--- src/rtl/pbwd_pkg.sv ---
// shared types and constants of the protobuf wire field decoder
`default_nettype none

package pbwd_pkg;

   // wire type codes
   localparam logic [2:0] WIRE_VARINT  = 3'd0;
   localparam logic [2:0] WIRE_FIXED64 = 3'd1;
   localparam logic [2:0] WIRE_LEN     = 3'd2;
   localparam logic [2:0] WIRE_SGROUP  = 3'd3;
   localparam logic [2:0] WIRE_EGROUP  = 3'd4;
   localparam logic [2:0] WIRE_FIXED32 = 3'd5;

   // result kinds
   localparam logic KIND_RECORD  = 1'b0;
   localparam logic KIND_PAYLOAD = 1'b1;

   // tenth base-128 group ends a varint regardless of its continuation bit
   localparam logic [3:0] VARINT_LAST_GROUP = 4'd9;

   // result queue
   localparam int unsigned FIFO_DEPTH = 4;
   localparam int unsigned FIFO_AW    = 2;
   localparam int unsigned FIFO_CW    = 3;

   typedef enum logic [2:0] {
      PH_TAG,
      PH_VARINT,
      PH_FIXED,
      PH_LENLEN,
      PH_PAYLOAD,
      PH_HALT
   } pbwd_phase_type;

   typedef struct packed {
      logic        kind;
      logic [31:0] field_num;
      logic [2:0]  wire_code;
      logic [63:0] value;
      logic [7:0]  payload_byte;
      logic        truncated;
      logic        run_last;
   } pbwd_result_type;

   // up to two results per input item, first slot fills first
   typedef struct packed {
      logic            valid0;
      logic            valid1;
      pbwd_result_type res0;
      pbwd_result_type res1;
   } pbwd_issue_type;

   typedef struct packed {
      logic        push;
      logic        pop;
      logic        clear;
      logic [31:0] data;
   } pbwd_stack_cmd_type;

   typedef struct packed {
      logic        full;
      logic        empty;
      logic [31:0] top;
   } pbwd_stack_status_type;

endpackage

`default_nettype wire

--- src/rtl/pbwd_group_stack.sv ---
// bounded stack of open group field numbers, top held in a register
`default_nettype none

module pbwd_group_stack
   import pbwd_pkg::*;
#(
   parameter int unsigned MAX_GROUP_DEPTH = 16
) (
   input  wire logic                  clock,
   input  wire logic                  reset,
   input  wire pbwd_stack_cmd_type    cmd,
   output pbwd_stack_status_type      status
);

   localparam int unsigned DW = $clog2(MAX_GROUP_DEPTH + 1);
   localparam int unsigned AW = (MAX_GROUP_DEPTH > 1) ? $clog2(MAX_GROUP_DEPTH) : 1;

   logic [31:0]   mem [2**AW];
   logic [DW-1:0] depth_ff;
   logic [DW-1:0] depth_in;
   logic [31:0]   top_ff;
   logic [31:0]   below_ff;
   logic [DW-1:0] wr_sum;
   logic [DW-1:0] rd_sum;
   logic [AW-1:0] wr_addr;
   logic [AW-1:0] rd_addr;
   logic          wr_en;

   // entries below the top live in memory; below_ff tracks the one under the top
   assign wr_sum  = depth_ff - DW'(1);
   assign wr_addr = wr_sum[AW-1:0];
   assign wr_en   = cmd.push && (depth_ff != '0);

   always_comb begin
      depth_in = depth_ff;
      if (cmd.clear) begin
         depth_in = '0;
      end else if (cmd.push) begin
         depth_in = depth_ff + DW'(1);
      end else if (cmd.pop) begin
         depth_in = depth_ff - DW'(1);
      end
   end

   assign rd_sum  = depth_in - DW'(2);
   assign rd_addr = rd_sum[AW-1:0];

   always_ff @(posedge clock) begin
      if (reset) begin
         depth_ff <= '0;
      end else begin
         depth_ff <= depth_in;
      end
   end

   always_ff @(posedge clock) begin
      if (cmd.push) begin
         top_ff <= cmd.data;
      end else if (cmd.pop) begin
         top_ff <= below_ff;
      end
   end

   always_ff @(posedge clock) begin
      if (wr_en) begin
         mem[wr_addr] <= top_ff;
      end
   end

   always_ff @(posedge clock) begin
      if (wr_en && (wr_addr == rd_addr)) begin
         below_ff <= top_ff;
      end else begin
         below_ff <= mem[rd_addr];
      end
   end

   assign status.full  = (depth_ff == DW'(MAX_GROUP_DEPTH));
   assign status.empty = (depth_ff == '0);
   assign status.top   = top_ff;

endmodule

`default_nettype wire

--- src/rtl/pbwd_decode.sv ---
// byte decoder: parse state and result generation for one item per cycle while take is high
`default_nettype none

module pbwd_decode
   import pbwd_pkg::*;
(
   input  wire logic                  clock,
   input  wire logic                  reset,
   input  wire logic                  take,
   input  wire logic [7:0]            data_byte,
   input  wire logic                  last_byte,
   input  wire pbwd_stack_status_type stk,
   output pbwd_stack_cmd_type         stk_cmd,
   output pbwd_issue_type             issue
);

   pbwd_phase_type phase_ff, phase_in;
   logic [63:0]    accum_ff, accum_in;
   logic [3:0]     group_ff, group_in;
   logic [2:0]     seen_ff, seen_in;
   logic [31:0]    field_ff, field_in;
   logic [2:0]     wire_ff, wire_in;
   logic [63:0]    left_ff, left_in;

   logic [5:0]     shamt;
   logic [63:0]    var_acc;
   logic           var_done;
   logic [31:0]    tag_field;
   logic [2:0]     tag_wire;
   logic           tag_end;
   logic           grp_match;
   logic [63:0]    fix_acc;
   logic           fix_met;
   logic [63:0]    left_dec;
   logic           left_zero;

   assign shamt     = 6'({2'b00, group_ff} * 6'd7);
   assign var_acc   = accum_ff | (64'(data_byte[6:0]) << shamt);
   assign var_done  = !data_byte[7] || (group_ff == VARINT_LAST_GROUP);
   assign tag_field = var_acc[34:3];
   assign tag_wire  = var_acc[2:0];
   assign tag_end   = var_done || last_byte;
   assign grp_match = !stk.empty && (stk.top == tag_field);
   assign fix_acc   = accum_ff | (64'(data_byte) << {seen_ff, 3'b000});
   assign fix_met   = (wire_ff == WIRE_FIXED64) ? (seen_ff == 3'd7) : (seen_ff == 3'd3);
   assign left_dec  = (left_ff != '0) ? left_ff - 64'd1 : left_ff;
   assign left_zero = (left_dec == '0);

   // next phase
   always_comb begin
      phase_in = phase_ff;
      if (take) begin
         unique case (phase_ff)
            PH_TAG: begin
               if (tag_end) begin
                  unique case (tag_wire)
                     WIRE_SGROUP:  phase_in = stk.full ? PH_HALT : PH_TAG;
                     WIRE_EGROUP:  phase_in = grp_match ? PH_TAG : PH_HALT;
                     WIRE_VARINT:  phase_in = last_byte ? PH_TAG : PH_VARINT;
                     WIRE_LEN:     phase_in = last_byte ? PH_TAG : PH_LENLEN;
                     WIRE_FIXED64,
                     WIRE_FIXED32: phase_in = last_byte ? PH_TAG : PH_FIXED;
                     default:      phase_in = PH_HALT;
                  endcase
               end
            end
            PH_VARINT: begin
               if (var_done) begin
                  phase_in = PH_TAG;
               end
            end
            PH_LENLEN: begin
               if (var_done) begin
                  if (var_acc == '0) begin
                     phase_in = PH_TAG;
                  end else if (!last_byte) begin
                     phase_in = PH_PAYLOAD;
                  end
               end
            end
            PH_FIXED: begin
               if (fix_met) begin
                  phase_in = PH_TAG;
               end
            end
            PH_PAYLOAD: begin
               if (left_zero) begin
                  phase_in = PH_TAG;
               end
            end
            PH_HALT: phase_in = PH_HALT;
            default: phase_in = PH_TAG;
         endcase
         if (last_byte) begin
            phase_in = PH_TAG;
         end
      end
   end

   // datapath state, results and stack commands
   always_comb begin
      accum_in = accum_ff;
      group_in = group_ff;
      seen_in  = seen_ff;
      field_in = field_ff;
      wire_in  = wire_ff;
      left_in  = left_ff;

      issue.valid0            = 1'b0;
      issue.valid1            = 1'b0;
      issue.res0.kind         = KIND_RECORD;
      issue.res0.field_num    = field_ff;
      issue.res0.wire_code    = wire_ff;
      issue.res0.value        = '0;
      issue.res0.payload_byte = '0;
      issue.res0.truncated    = 1'b0;
      issue.res0.run_last     = 1'b0;
      issue.res1              = issue.res0;

      stk_cmd.push  = 1'b0;
      stk_cmd.pop   = 1'b0;
      stk_cmd.clear = take && last_byte;
      stk_cmd.data  = tag_field;

      if (take) begin
         unique case (phase_ff)
            PH_TAG: begin
               if (tag_end) begin
                  accum_in = '0;
                  group_in = '0;
                  seen_in  = '0;
                  field_in = tag_field;
                  wire_in  = tag_wire;
                  issue.res0.field_num = tag_field;
                  issue.res0.wire_code = tag_wire;
                  unique case (tag_wire)
                     WIRE_SGROUP: begin
                        stk_cmd.push = !stk.full;
                     end
                     WIRE_EGROUP: begin
                        stk_cmd.pop          = grp_match;
                        issue.valid0         = !grp_match;
                        issue.res0.truncated = !var_done;
                     end
                     WIRE_VARINT, WIRE_LEN, WIRE_FIXED64, WIRE_FIXED32: begin
                        // field cut right after its tag
                        issue.valid0         = last_byte;
                        issue.res0.truncated = 1'b1;
                     end
                     default: begin
                        issue.valid0         = 1'b1;
                        issue.res0.truncated = !var_done;
                     end
                  endcase
               end else begin
                  accum_in = var_acc;
                  group_in = group_ff + 4'd1;
               end
            end
            PH_VARINT: begin
               issue.res0.value = var_acc;
               if (var_done) begin
                  issue.valid0 = 1'b1;
                  accum_in     = '0;
                  group_in     = '0;
               end else begin
                  issue.valid0         = last_byte;
                  issue.res0.truncated = 1'b1;
                  accum_in             = var_acc;
                  group_in             = group_ff + 4'd1;
               end
            end
            PH_LENLEN: begin
               issue.res0.value = var_acc;
               if (var_done) begin
                  group_in = '0;
                  if (var_acc == '0) begin
                     issue.valid0 = 1'b1;
                     accum_in     = '0;
                  end else begin
                     issue.valid0         = last_byte;
                     issue.res0.truncated = 1'b1;
                     accum_in             = var_acc;
                     left_in              = var_acc;
                  end
               end else begin
                  issue.valid0         = last_byte;
                  issue.res0.truncated = 1'b1;
                  accum_in             = var_acc;
                  group_in             = group_ff + 4'd1;
               end
            end
            PH_FIXED: begin
               if (fix_met) begin
                  issue.valid0     = 1'b1;
                  issue.res0.value = fix_acc;
                  seen_in          = '0;
                  accum_in         = '0;
               end else begin
                  issue.valid0         = last_byte;
                  issue.res0.truncated = 1'b1;
                  seen_in              = seen_ff + 3'd1;
                  accum_in             = fix_acc;
               end
            end
            PH_PAYLOAD: begin
               issue.valid0            = 1'b1;
               issue.res0.kind         = KIND_PAYLOAD;
               issue.res0.payload_byte = data_byte;
               issue.res1.value        = accum_ff;
               left_in                 = left_dec;
               if (left_zero) begin
                  issue.valid1 = 1'b1;
                  accum_in     = '0;
               end else begin
                  issue.valid1         = last_byte;
                  issue.res1.truncated = 1'b1;
               end
            end
            PH_HALT: begin
               accum_in = accum_ff;
            end
            default: begin
               accum_in = accum_ff;
            end
         endcase

         if (issue.valid1) begin
            issue.res1.run_last = 1'b1;
         end else begin
            issue.res0.run_last = 1'b1;
         end

         // end of buffer drops all message state
         if (last_byte) begin
            accum_in = '0;
            group_in = '0;
            seen_in  = '0;
            field_in = '0;
            wire_in  = '0;
            left_in  = '0;
         end
      end
   end

   always_ff @(posedge clock) begin
      if (reset) begin
         phase_ff <= PH_TAG;
         accum_ff <= '0;
         group_ff <= '0;
         seen_ff  <= '0;
         field_ff <= '0;
         wire_ff  <= '0;
         left_ff  <= '0;
      end else begin
         phase_ff <= phase_in;
         accum_ff <= accum_in;
         group_ff <= group_in;
         seen_ff  <= seen_in;
         field_ff <= field_in;
         wire_ff  <= wire_in;
         left_ff  <= left_in;
      end
   end

endmodule

`default_nettype wire

--- src/rtl/pbwd_out_fifo.sv ---
// result queue: takes up to two results per cycle, delivers one while out_stall is low
`default_nettype none

module pbwd_out_fifo
   import pbwd_pkg::*;
(
   input  wire logic            clock,
   input  wire logic            reset,
   input  wire pbwd_issue_type  issue,
   output logic                 room,
   output logic                 out_valid,
   input  wire logic            out_stall,
   output pbwd_result_type      out_res
);

   pbwd_result_type      slot_ff [FIFO_DEPTH];
   logic [FIFO_AW-1:0]   wp_ff, wp_in;
   logic [FIFO_AW-1:0]   rp_ff, rp_in;
   logic [FIFO_CW-1:0]   count_ff, count_in;
   logic [FIFO_AW-1:0]   wp_next;
   logic                 pop;

   assign wp_next   = wp_ff + FIFO_AW'(1);
   assign out_valid = (count_ff != '0);
   assign out_res   = slot_ff[rp_ff];
   assign pop       = out_valid && !out_stall;
   // an item may bring two results
   assign room      = (count_ff <= FIFO_CW'(FIFO_DEPTH - 2));

   always_comb begin
      wp_in    = wp_ff;
      rp_in    = rp_ff;
      count_in = count_ff;
      if (issue.valid1) begin
         wp_in    = wp_ff + FIFO_AW'(2);
         count_in = count_in + FIFO_CW'(2);
      end else if (issue.valid0) begin
         wp_in    = wp_next;
         count_in = count_in + FIFO_CW'(1);
      end
      if (pop) begin
         rp_in    = rp_ff + FIFO_AW'(1);
         count_in = count_in - FIFO_CW'(1);
      end
   end

   always_ff @(posedge clock) begin
      if (reset) begin
         wp_ff    <= '0;
         rp_ff    <= '0;
         count_ff <= '0;
      end else begin
         wp_ff    <= wp_in;
         rp_ff    <= rp_in;
         count_ff <= count_in;
      end
   end

   always_ff @(posedge clock) begin
      if (issue.valid0) begin
         slot_ff[wp_ff] <= issue.res0;
      end
      if (issue.valid1) begin
         slot_ff[wp_next] <= issue.res1;
      end
   end

endmodule

`default_nettype wire

--- src/rtl/protobuf_wire_field_decoder.sv ---
// top level of the protobuf wire field decoder
//
//   channel   direction   handshake            payload
//   req_      in          req_valid/req_stall  data_byte, last_byte
//   rsp_      out         rsp_valid/rsp_stall  kind .. run_last (one result each)
//
// one byte is decoded per cycle while req_stall is low; its results are registered in the result queue
// the last payload byte of a length-delimited field yields two results, drained
// one per cycle while rsp_stall is low from a four-entry result queue
// req_stall rises while the queue has fewer than two free entries
// synchronous reset returns the parser to tag reading with no groups open
`default_nettype none

module protobuf_wire_field_decoder
   import pbwd_pkg::*;
#(
   parameter int unsigned MAX_GROUP_DEPTH = 16
) (
   input  wire logic        clock,
   input  wire logic        reset,

   input  wire logic        req_valid,
   output logic             req_stall,
   input  wire logic [7:0]  req_data_byte,
   input  wire logic        req_last_byte,

   output logic             rsp_valid,
   input  wire logic        rsp_stall,
   output logic             rsp_kind,
   output logic [31:0]      rsp_field_num,
   output logic [2:0]       rsp_wire_code,
   output logic [63:0]      rsp_value,
   output logic [7:0]       rsp_payload_byte,
   output logic             rsp_truncated,
   output logic             rsp_run_last
);

   pbwd_stack_cmd_type    stk_cmd;
   pbwd_stack_status_type stk_status;
   pbwd_issue_type        issue;
   pbwd_result_type       out_res;
   logic                  room;
   logic                  take;

   assign req_stall = !room;
   assign take      = req_valid && room;

   pbwd_decode u_decode (
      .clock     (clock),
      .reset     (reset),
      .take      (take),
      .data_byte (req_data_byte),
      .last_byte (req_last_byte),
      .stk       (stk_status),
      .stk_cmd   (stk_cmd),
      .issue     (issue)
   );

   pbwd_group_stack #(
      .MAX_GROUP_DEPTH (MAX_GROUP_DEPTH)
   ) u_group_stack (
      .clock  (clock),
      .reset  (reset),
      .cmd    (stk_cmd),
      .status (stk_status)
   );

   pbwd_out_fifo u_out_fifo (
      .clock     (clock),
      .reset     (reset),
      .issue     (issue),
      .room      (room),
      .out_valid (rsp_valid),
      .out_stall (rsp_stall),
      .out_res   (out_res)
   );

   assign rsp_kind         = out_res.kind;
   assign rsp_field_num    = out_res.field_num;
   assign rsp_wire_code    = out_res.wire_code;
   assign rsp_value        = out_res.value;
   assign rsp_payload_byte = out_res.payload_byte;
   assign rsp_truncated    = out_res.truncated;
   assign rsp_run_last     = out_res.run_last;

endmodule

`default_nettype wire

--- config.mk ---
export PLATFORM = sky130hd
export DESIGN_NAME = protobuf_wire_field_decoder
export DESIGN_NICKNAME = d
export VERILOG_FILES = /design/src/rtl/pbwd_pkg.sv /design/src/rtl/pbwd_group_stack.sv /design/src/rtl/pbwd_decode.sv /design/src/rtl/pbwd_out_fifo.sv /design/src/rtl/protobuf_wire_field_decoder.sv
export SDC_FILE = /design/constraint.sdc
export NUM_CORES = 2
export LEC_CHECK = 0
export BUFFER_PORTS_ARGS = -buffer_cell sky130_fd_sc_hd__buf_2
export CORE_ASPECT_RATIO = 0.5
export CORE_MARGIN = 4
export CORE_UTILIZATION = 45
export DETAILED_ROUTE_END_ITERATION = 12
export PLACE_DENSITY = 0.72
export SYNTH_ARGS = -nofsm -noshare
export SYNTH_HDL_FRONTEND = slang
export SYNTH_SLANG_ARGS = --single-unit
--- constraint.sdc ---
create_clock -name clock -period 20.5 [get_ports clock]
set_clock_uncertainty 0.15 [all_clocks]
set_input_delay 6.15 -clock clock [delete_from_list [all_inputs] [get_ports clock]]
set_output_delay 6.15 -clock clock [all_outputs]
set_load 0.02 [all_outputs]
## Word level (Yosys, flattened, before mapping)

Memories as Yosys holds them, arrays and structs flattened. A register that Yosys moved wholly into a read port is not among the register bits.
Index checks and enable logic that the tools add are counted.

| word-level totals | value |
|---|---|
| register bits | 217 |
| bits in writable memories | 952 |
| input port bits | 13 |
| output and inout bits | 112 |
| memories | 2 |

| cells by class | value |
|---|---|
| $add $sub $neg | 12 |
| multipliers | 1 |
| magnitude comparators | 1 |
| equal/unequal tests | 22 |
| shift operators | 2 |
| muxes and demuxes | 92 |
| bitwise operators | 2 |
| reduce and logical (&&, ||, !) cells | 39 |

Memories:

| memory | depth | width | read ports | clocked after memory_dff | wr ports | RTL line | source |
|---|---|---|---|---|---|---|---|
| u_group_stack.mem | 16 | 32 | 1 | 1 | 1 | pbwd_group_stack.sv:18 | `logic [31:0] mem [2**AW];` |
| u_out_fifo.slot_ff | 4 | 110 | 1 | 1 | 2 | pbwd_out_fifo.sv:16 | `pbwd_result_type slot_ff [FIFO_DEPTH];` |

Operators by type and width:

| cell | number |
|---|---|
| 2-to-1 mux 64 bit | 14 |
| case mux 64 bit (5 select lines) | 1 |
| case mux 64 bit (2 select lines) | 2 |
| 2-to-1 mux 32 bit | 5 |
| logical NOT 64 bit | 2 |
| OR 64 bit | 2 |
| 2-to-1 mux 112 bit | 1 |
| 2-to-1 mux 35 bit | 2 |
| nonzero test 64 bit | 1 |
| left shift 7 x 6 -> 64 bit | 1 |
| left shift 8 x 6 -> 64 bit | 1 |
| subtractor 64 x 1 -> 64 bit (second input constant) | 1 |
| 2-to-1 mux 3 bit | 18 |
| equality test 32 bit | 1 |
| 2-to-1 mux 1 bit | 24 |
| 2-to-1 mux 2 bit | 10 |
| case mux 3 bit (6 select lines) | 1 |
| equality test 3 x 2 -> 1 bit (second input constant) | 5 |
| equality test 3 bit (second input constant) | 5 |
| 2-to-1 mux 5 bit | 3 |
| inequality test 3 x 2 -> 1 bit (second input constant) | 5 |
| case mux 3 bit (5 select lines) | 1 |
| 2-to-1 mux 4 bit | 3 |
| nonzero test 3 bit | 4 |
| 36 further kinds | 58 |

## Longest topological paths before layout

| depth | value |
|---|---|
| depth after elaboration | 14 |
| depth in mapped cells | 25 |

## By module

From an unflattened synthesis, not the netlist that was laid out.

| second synthesis, totals | value |
|---|---|
| cells, all modules | 4315 |
| area total of the unflattened synthesis | 58178.3 um^2 |

By module, submodules not included:

| module | instances | cells an instance | area each (um^2) | seq. area each (um^2) |
|---|---|---|---|---|
| pbwd_out_fifo | 1 | 1130 | 21795.9 | 13392.8 |
| pbwd_group_stack | 1 | 932 | 21152.8 | 16515.8 |
| pbwd_decode | 1 | 2251 | 15219.6 | 3463.3 |
| protobuf_wire_field_decoder | 1 | 2 | 10.0 | 0.0 |

## Worst setup path before layout

OpenSTA, ideal clock, no wires.

| timing | value |
|---|---|
| path kind | input to register |
| start | in req_data_byte[3] |
| end | mem u_out_fifo.slot_ff[1][0] (netlist name) (enable) |
| library setup time | 0.463 ns |
| data arrival time | 11.568 ns |
| data required time | 19.887 ns |
| path slack | 8.319 ns |
| stages on the path | 15 |
| path buffers | 4 |
| cells stage by stage | clkbuf_1 > mux4_2 > and2_1 > or2_1 > clkbuf_1 > a21oi_1 > nand2b_1 > or4_1 > a2111oi_2 > a31oi_1 > o22ai_2 > buf_2 > nand2_2 > clkbuf_1 > nand2_1 |

RTL lines:

| element | RTL line | source |
|---|---|---|
| start, declared | protobuf_wire_field_decoder.sv:24 | `input wire logic [7:0] req_data_byte,` |
| end, declared | pbwd_out_fifo.sv:16 |  |

==> impl_metrics.py <==
metrics = {
    "global_route": {
        "grt_use_met2_pct": 44.7,
        "grt_pass1_wl_mm": 293,
        "grt_busiest_layer": "met2",
        "grt_overflow": 0,
        "grtUsageTotal_pct": 30.6,
        "first_global_vias": 39897,
        "grt_max_degree": 104,
        "met3_usage_pct": 9.30,
        "use_met1_pct": 42.9,
        "antenna_found_initial": 15,
    },
    "yosys": {
        "synth_cell_types": 96,
        "synth_warnings": 0,
        "syn_area_per_cell_um2": 12.7,
        "syn_nets": 4440,
        "synth.cell_area_um2": 56000,
        "synth-async-reset-ratio_pct": 0,
        "ys_seq_area_share_pct": 58.9,
        "yosys_register_bits": 1175,
        "synthCells": 4398,
        "synth_edf_count": 948,
        "synth_ff_type": "edfxtp_1",
    },
    "floorplan": {
        "fp.dieW_um": 507,
        "start_util_pct": 45.4,
        "core_area_um2": 123000,
        "die_h_um": 257,
        "num_io_pins": 125,
        "num_rows": 91,
        "dieArea_um2": 130000,
    },
    "detailed_routing": {
        "wl_per_cell_um": 33.5,
        "drtAntennaViolNets": 0,
        "dr.first_iter.drc_count": 6691,
        "drt-total-wl_mm": 205,
        "drtPass1Iterations": 8,
        "via_per_inst": 6.90,
        "vias": 42114,
        "drc_errors": 0,
    },
    "sta": {
        "hold_violations": 0,
        "rsz0062_at_grt": "no",
        "finalSetupViolCount": 0,
        "slew_headroom_pct": 7.60,
        "setup_tns_ns": 0,
        "slew_viol_final": 0,
        "timing.fmax_mhz": 80.4,
        "fin_ws_ns": 8.07,
        "timing.final.crit_share_pct": 60.6,
        "finalCriticalPeriod_ns": 12.43,
        "holdWs_ns": 0.307,
        "worst_slew_pin_slew_ns": 1.39,
    },
    "clock_network": {
        "clock-sinks": 1175,
        "cts_tree": "done",
        "numCtsBuffers": 103,
        "cts-root-buf": "clkbuf_16",
        "cts-hold-fix-buffers": 0,
        "cts_setup_buffers": 0,
        "cts_resized": 0,
        "cts.htree.levels": 3,
        "cts.path.max_buffers": 3,
        "clk_pin_slew_ns": 0.07,
        "clk_latency_ns": 0.77,
    },
    "worst_setup_path": {
        "worst_path_max_delay_cell": "and2_2",
        "critPathLaunchType": "input pin",
        "critPathMostFrequentCell": "nand2_1",
        "worstPathRequired_ns": 20.90,
        "r2r-start": "u_decode.group_ff[0]",
        "crit_start": "req_data_byte[5]",
        "worst-setup-path-type": "input pin to flop",
        "rrSetupSlack_ns": 11.47,
        "cp_cell_sequence": "buf_2 -> mux2_2 -> a22oi_1 -> nand2_1 -> a221oi_1 -> nand4_1 -> or4_1 -> a2111oi_2 -> a31oi_1 -> o22ai_2 -> and2_2 -> nand2_1 -> o2bb2ai_1",
        "worstPathArrival_ns": 12.83,
        "critPathCaptureType": "flop",
        "path_max_fanout": 44,
        "slowest_delay_ns": 1.12,
    },
    "hold_path": {
        "hold_start": "u_out_fifo.slot_ff[2][2]",
        "hold_path_class": "flop to flop",
    },
    "power": {
        "p_leak_nw": 19.7,
        "p_sw_mw": 2.19,
        "intPower_mw": 4.34,
        "ir_drop_uv": 81.2,
        "pwr-share-clk_pct": 31.4,
        "sw_frac_of_total_pct": 33.5,
        "powerDensity_nw_per_um2": 106,
        "comb_power_share_pct": 25.3,
        "p_seq_share_pct": 43.3,
    },
    "finish": {
        "drive_above_1_share_pct": 17.2,
        "area_growth_pct": 9.93,
        "final_cell_mix": "edfxtp_1, nand2_1, a21oi_1, o21ai_0, mux4_2",
        "multi_input_area_um2": 21200,
        "fillCellCount": 10499,
        "regArea_um2": 33000,
        "num-nets-final": 4384,
        "fin_area_um2": 61600,
        "final_common_cell": "edfxtp_1",
    },
    "placed_design": {
        "place_congestion": 0.998,
        "place_ws_ns": 7.49,
        "dp_hpwl_mm": 130,
        "place_area_um2": 58000,
        "io_buffers": 124,
    },
    "flow_run": {
        "cap_violations": 0,
    },
    "status": {
        "status": "finished clean",
    },
}
[registers in the layout, summed over array words and instances (netlist names), 4 cells and up, named ones only]
register / cells
u_group_stack.mem: 512
u_decode.left_ff: 64
u_decode.accum_ff: 64
u_out_fifo.slot_ff: 440
u_decode.group_ff: 4
u_decode.field_ff: 32
u_group_stack.top_ff: 32
u_group_stack.depth_ff: 5
[final timing paths]
kind                          endpoint  cells past startpoint
max          u_out_fifo.slot_ff[0][97]                     13
min reg2reg   u_out_fifo.slot_ff[2][2]                      2
max reg2reg  u_out_fifo.slot_ff[0][97]                     19
min           u_out_fifo.slot_ff[2][2]                      2
[cells by family after synthesis]
kind of cell / after synthesis / synth area share [%]
AOI/OAI and AO/OA: 1280 / 15.2
DFF: 1175 / 58.9
and+or+nand+nor: 1122 / 9.57
buffers and inverters: 457 / 3.54
muxes: 288 / 11.3
xor gates and xnor gates: 47 / 0.760
adders and majority gates: 29 / 0.702
[layer usage]
layer	part of all wire, %	up-vias
li1	-	17112
met1	38	21229
met2	43	3236
met3	14	521
met4	4.8	16
met5	0.054	-
[per-stage QoR]
stage / std cells / power, mW / util (%)
2_1_floorplan: 4398 / 3.83 / -
3_3_place_gp: 5911 / 4.49 / 47.0
3_5_place_dp: 5911 / 4.50 / 47.0
4_1_cts: 6102 / 6.51 / 49.9
5_1_grt: 6102 / 6.70 / 49.9
6_report: 6107 / 6.53 / 49.9
[synthesized netlist by cell type (9+ instances only)]
library cell    n  area share, %
buf_1          45           0.30
a21o_1         17           0.23
o211ai_1       15           0.20
edfxtp_1      948             51
nand3_1        83           0.74
a22o_1        250            3.9
dfxtp_1       227            8.1
and3_1         13           0.15
buf_4          33           0.44
or4_1          16           0.21
and2_1         36           0.40
clkbuf_1      250            1.7
nor3b_1        11           0.15
nand4_1        51           0.57
or3_1          13           0.15
a31oi_1        14           0.16
o22ai_1        94            1.1
a21oi_1       320            2.9
xor2_1         14           0.22
inv_1          58           0.39
a211oi_1       22           0.29
buf_2          62           0.55
a22oi_1        29           0.39
nand3b_1        9           0.12
nor2_1        252            1.7
xnor2_1        32           0.50
mux4_2        273             11
buf_6           9           0.18
nor4_1         54           0.60
nand2b_1       28           0.31
o2111ai_1      12           0.19
o21ai_0       302            2.7
ha_1           25           0.56
nor2b_1        23           0.26
o2bb2ai_1      79            1.2
nor3_1         59           0.53
nand2_1       416            2.8
o22a_1         17           0.27
[worst max-delay path: cells and delay by family]
family | cells | cell delay [ns]
AOI/OAI and AO/OA | 6 | 2.81
muxes | 1 | 0.44
and+or+nand+nor | 5 | 3.04
buffers and inverters | 1 | 0.31
[layout make-up]
cell class,count,area share (%)
Sequential cell,1175,53.7
Multi-Input combinational cell,2766,34.4
Clock buffer,130,4.35
Tap cell,1674,3.40
Timing Repair Buffer,238,2.44
Clock inverter,61,1.35
Inverter,58,0.354
Antenna cell,5,0.0203
[power groups by stage]
stage          Clock [mW]  Sequential [mW]  Combinational (mW)
2_1_floorplan           0             2.82                1.00
3_3_place_gp            0             2.87                1.62
3_5_place_dp            0             2.88                1.62
4_1_cts              2.06             2.83                1.63
5_1_grt              2.16             2.84                1.70
6_report             2.05             2.83                1.65
Note: power is estimated with default switching activity, not from simulation.
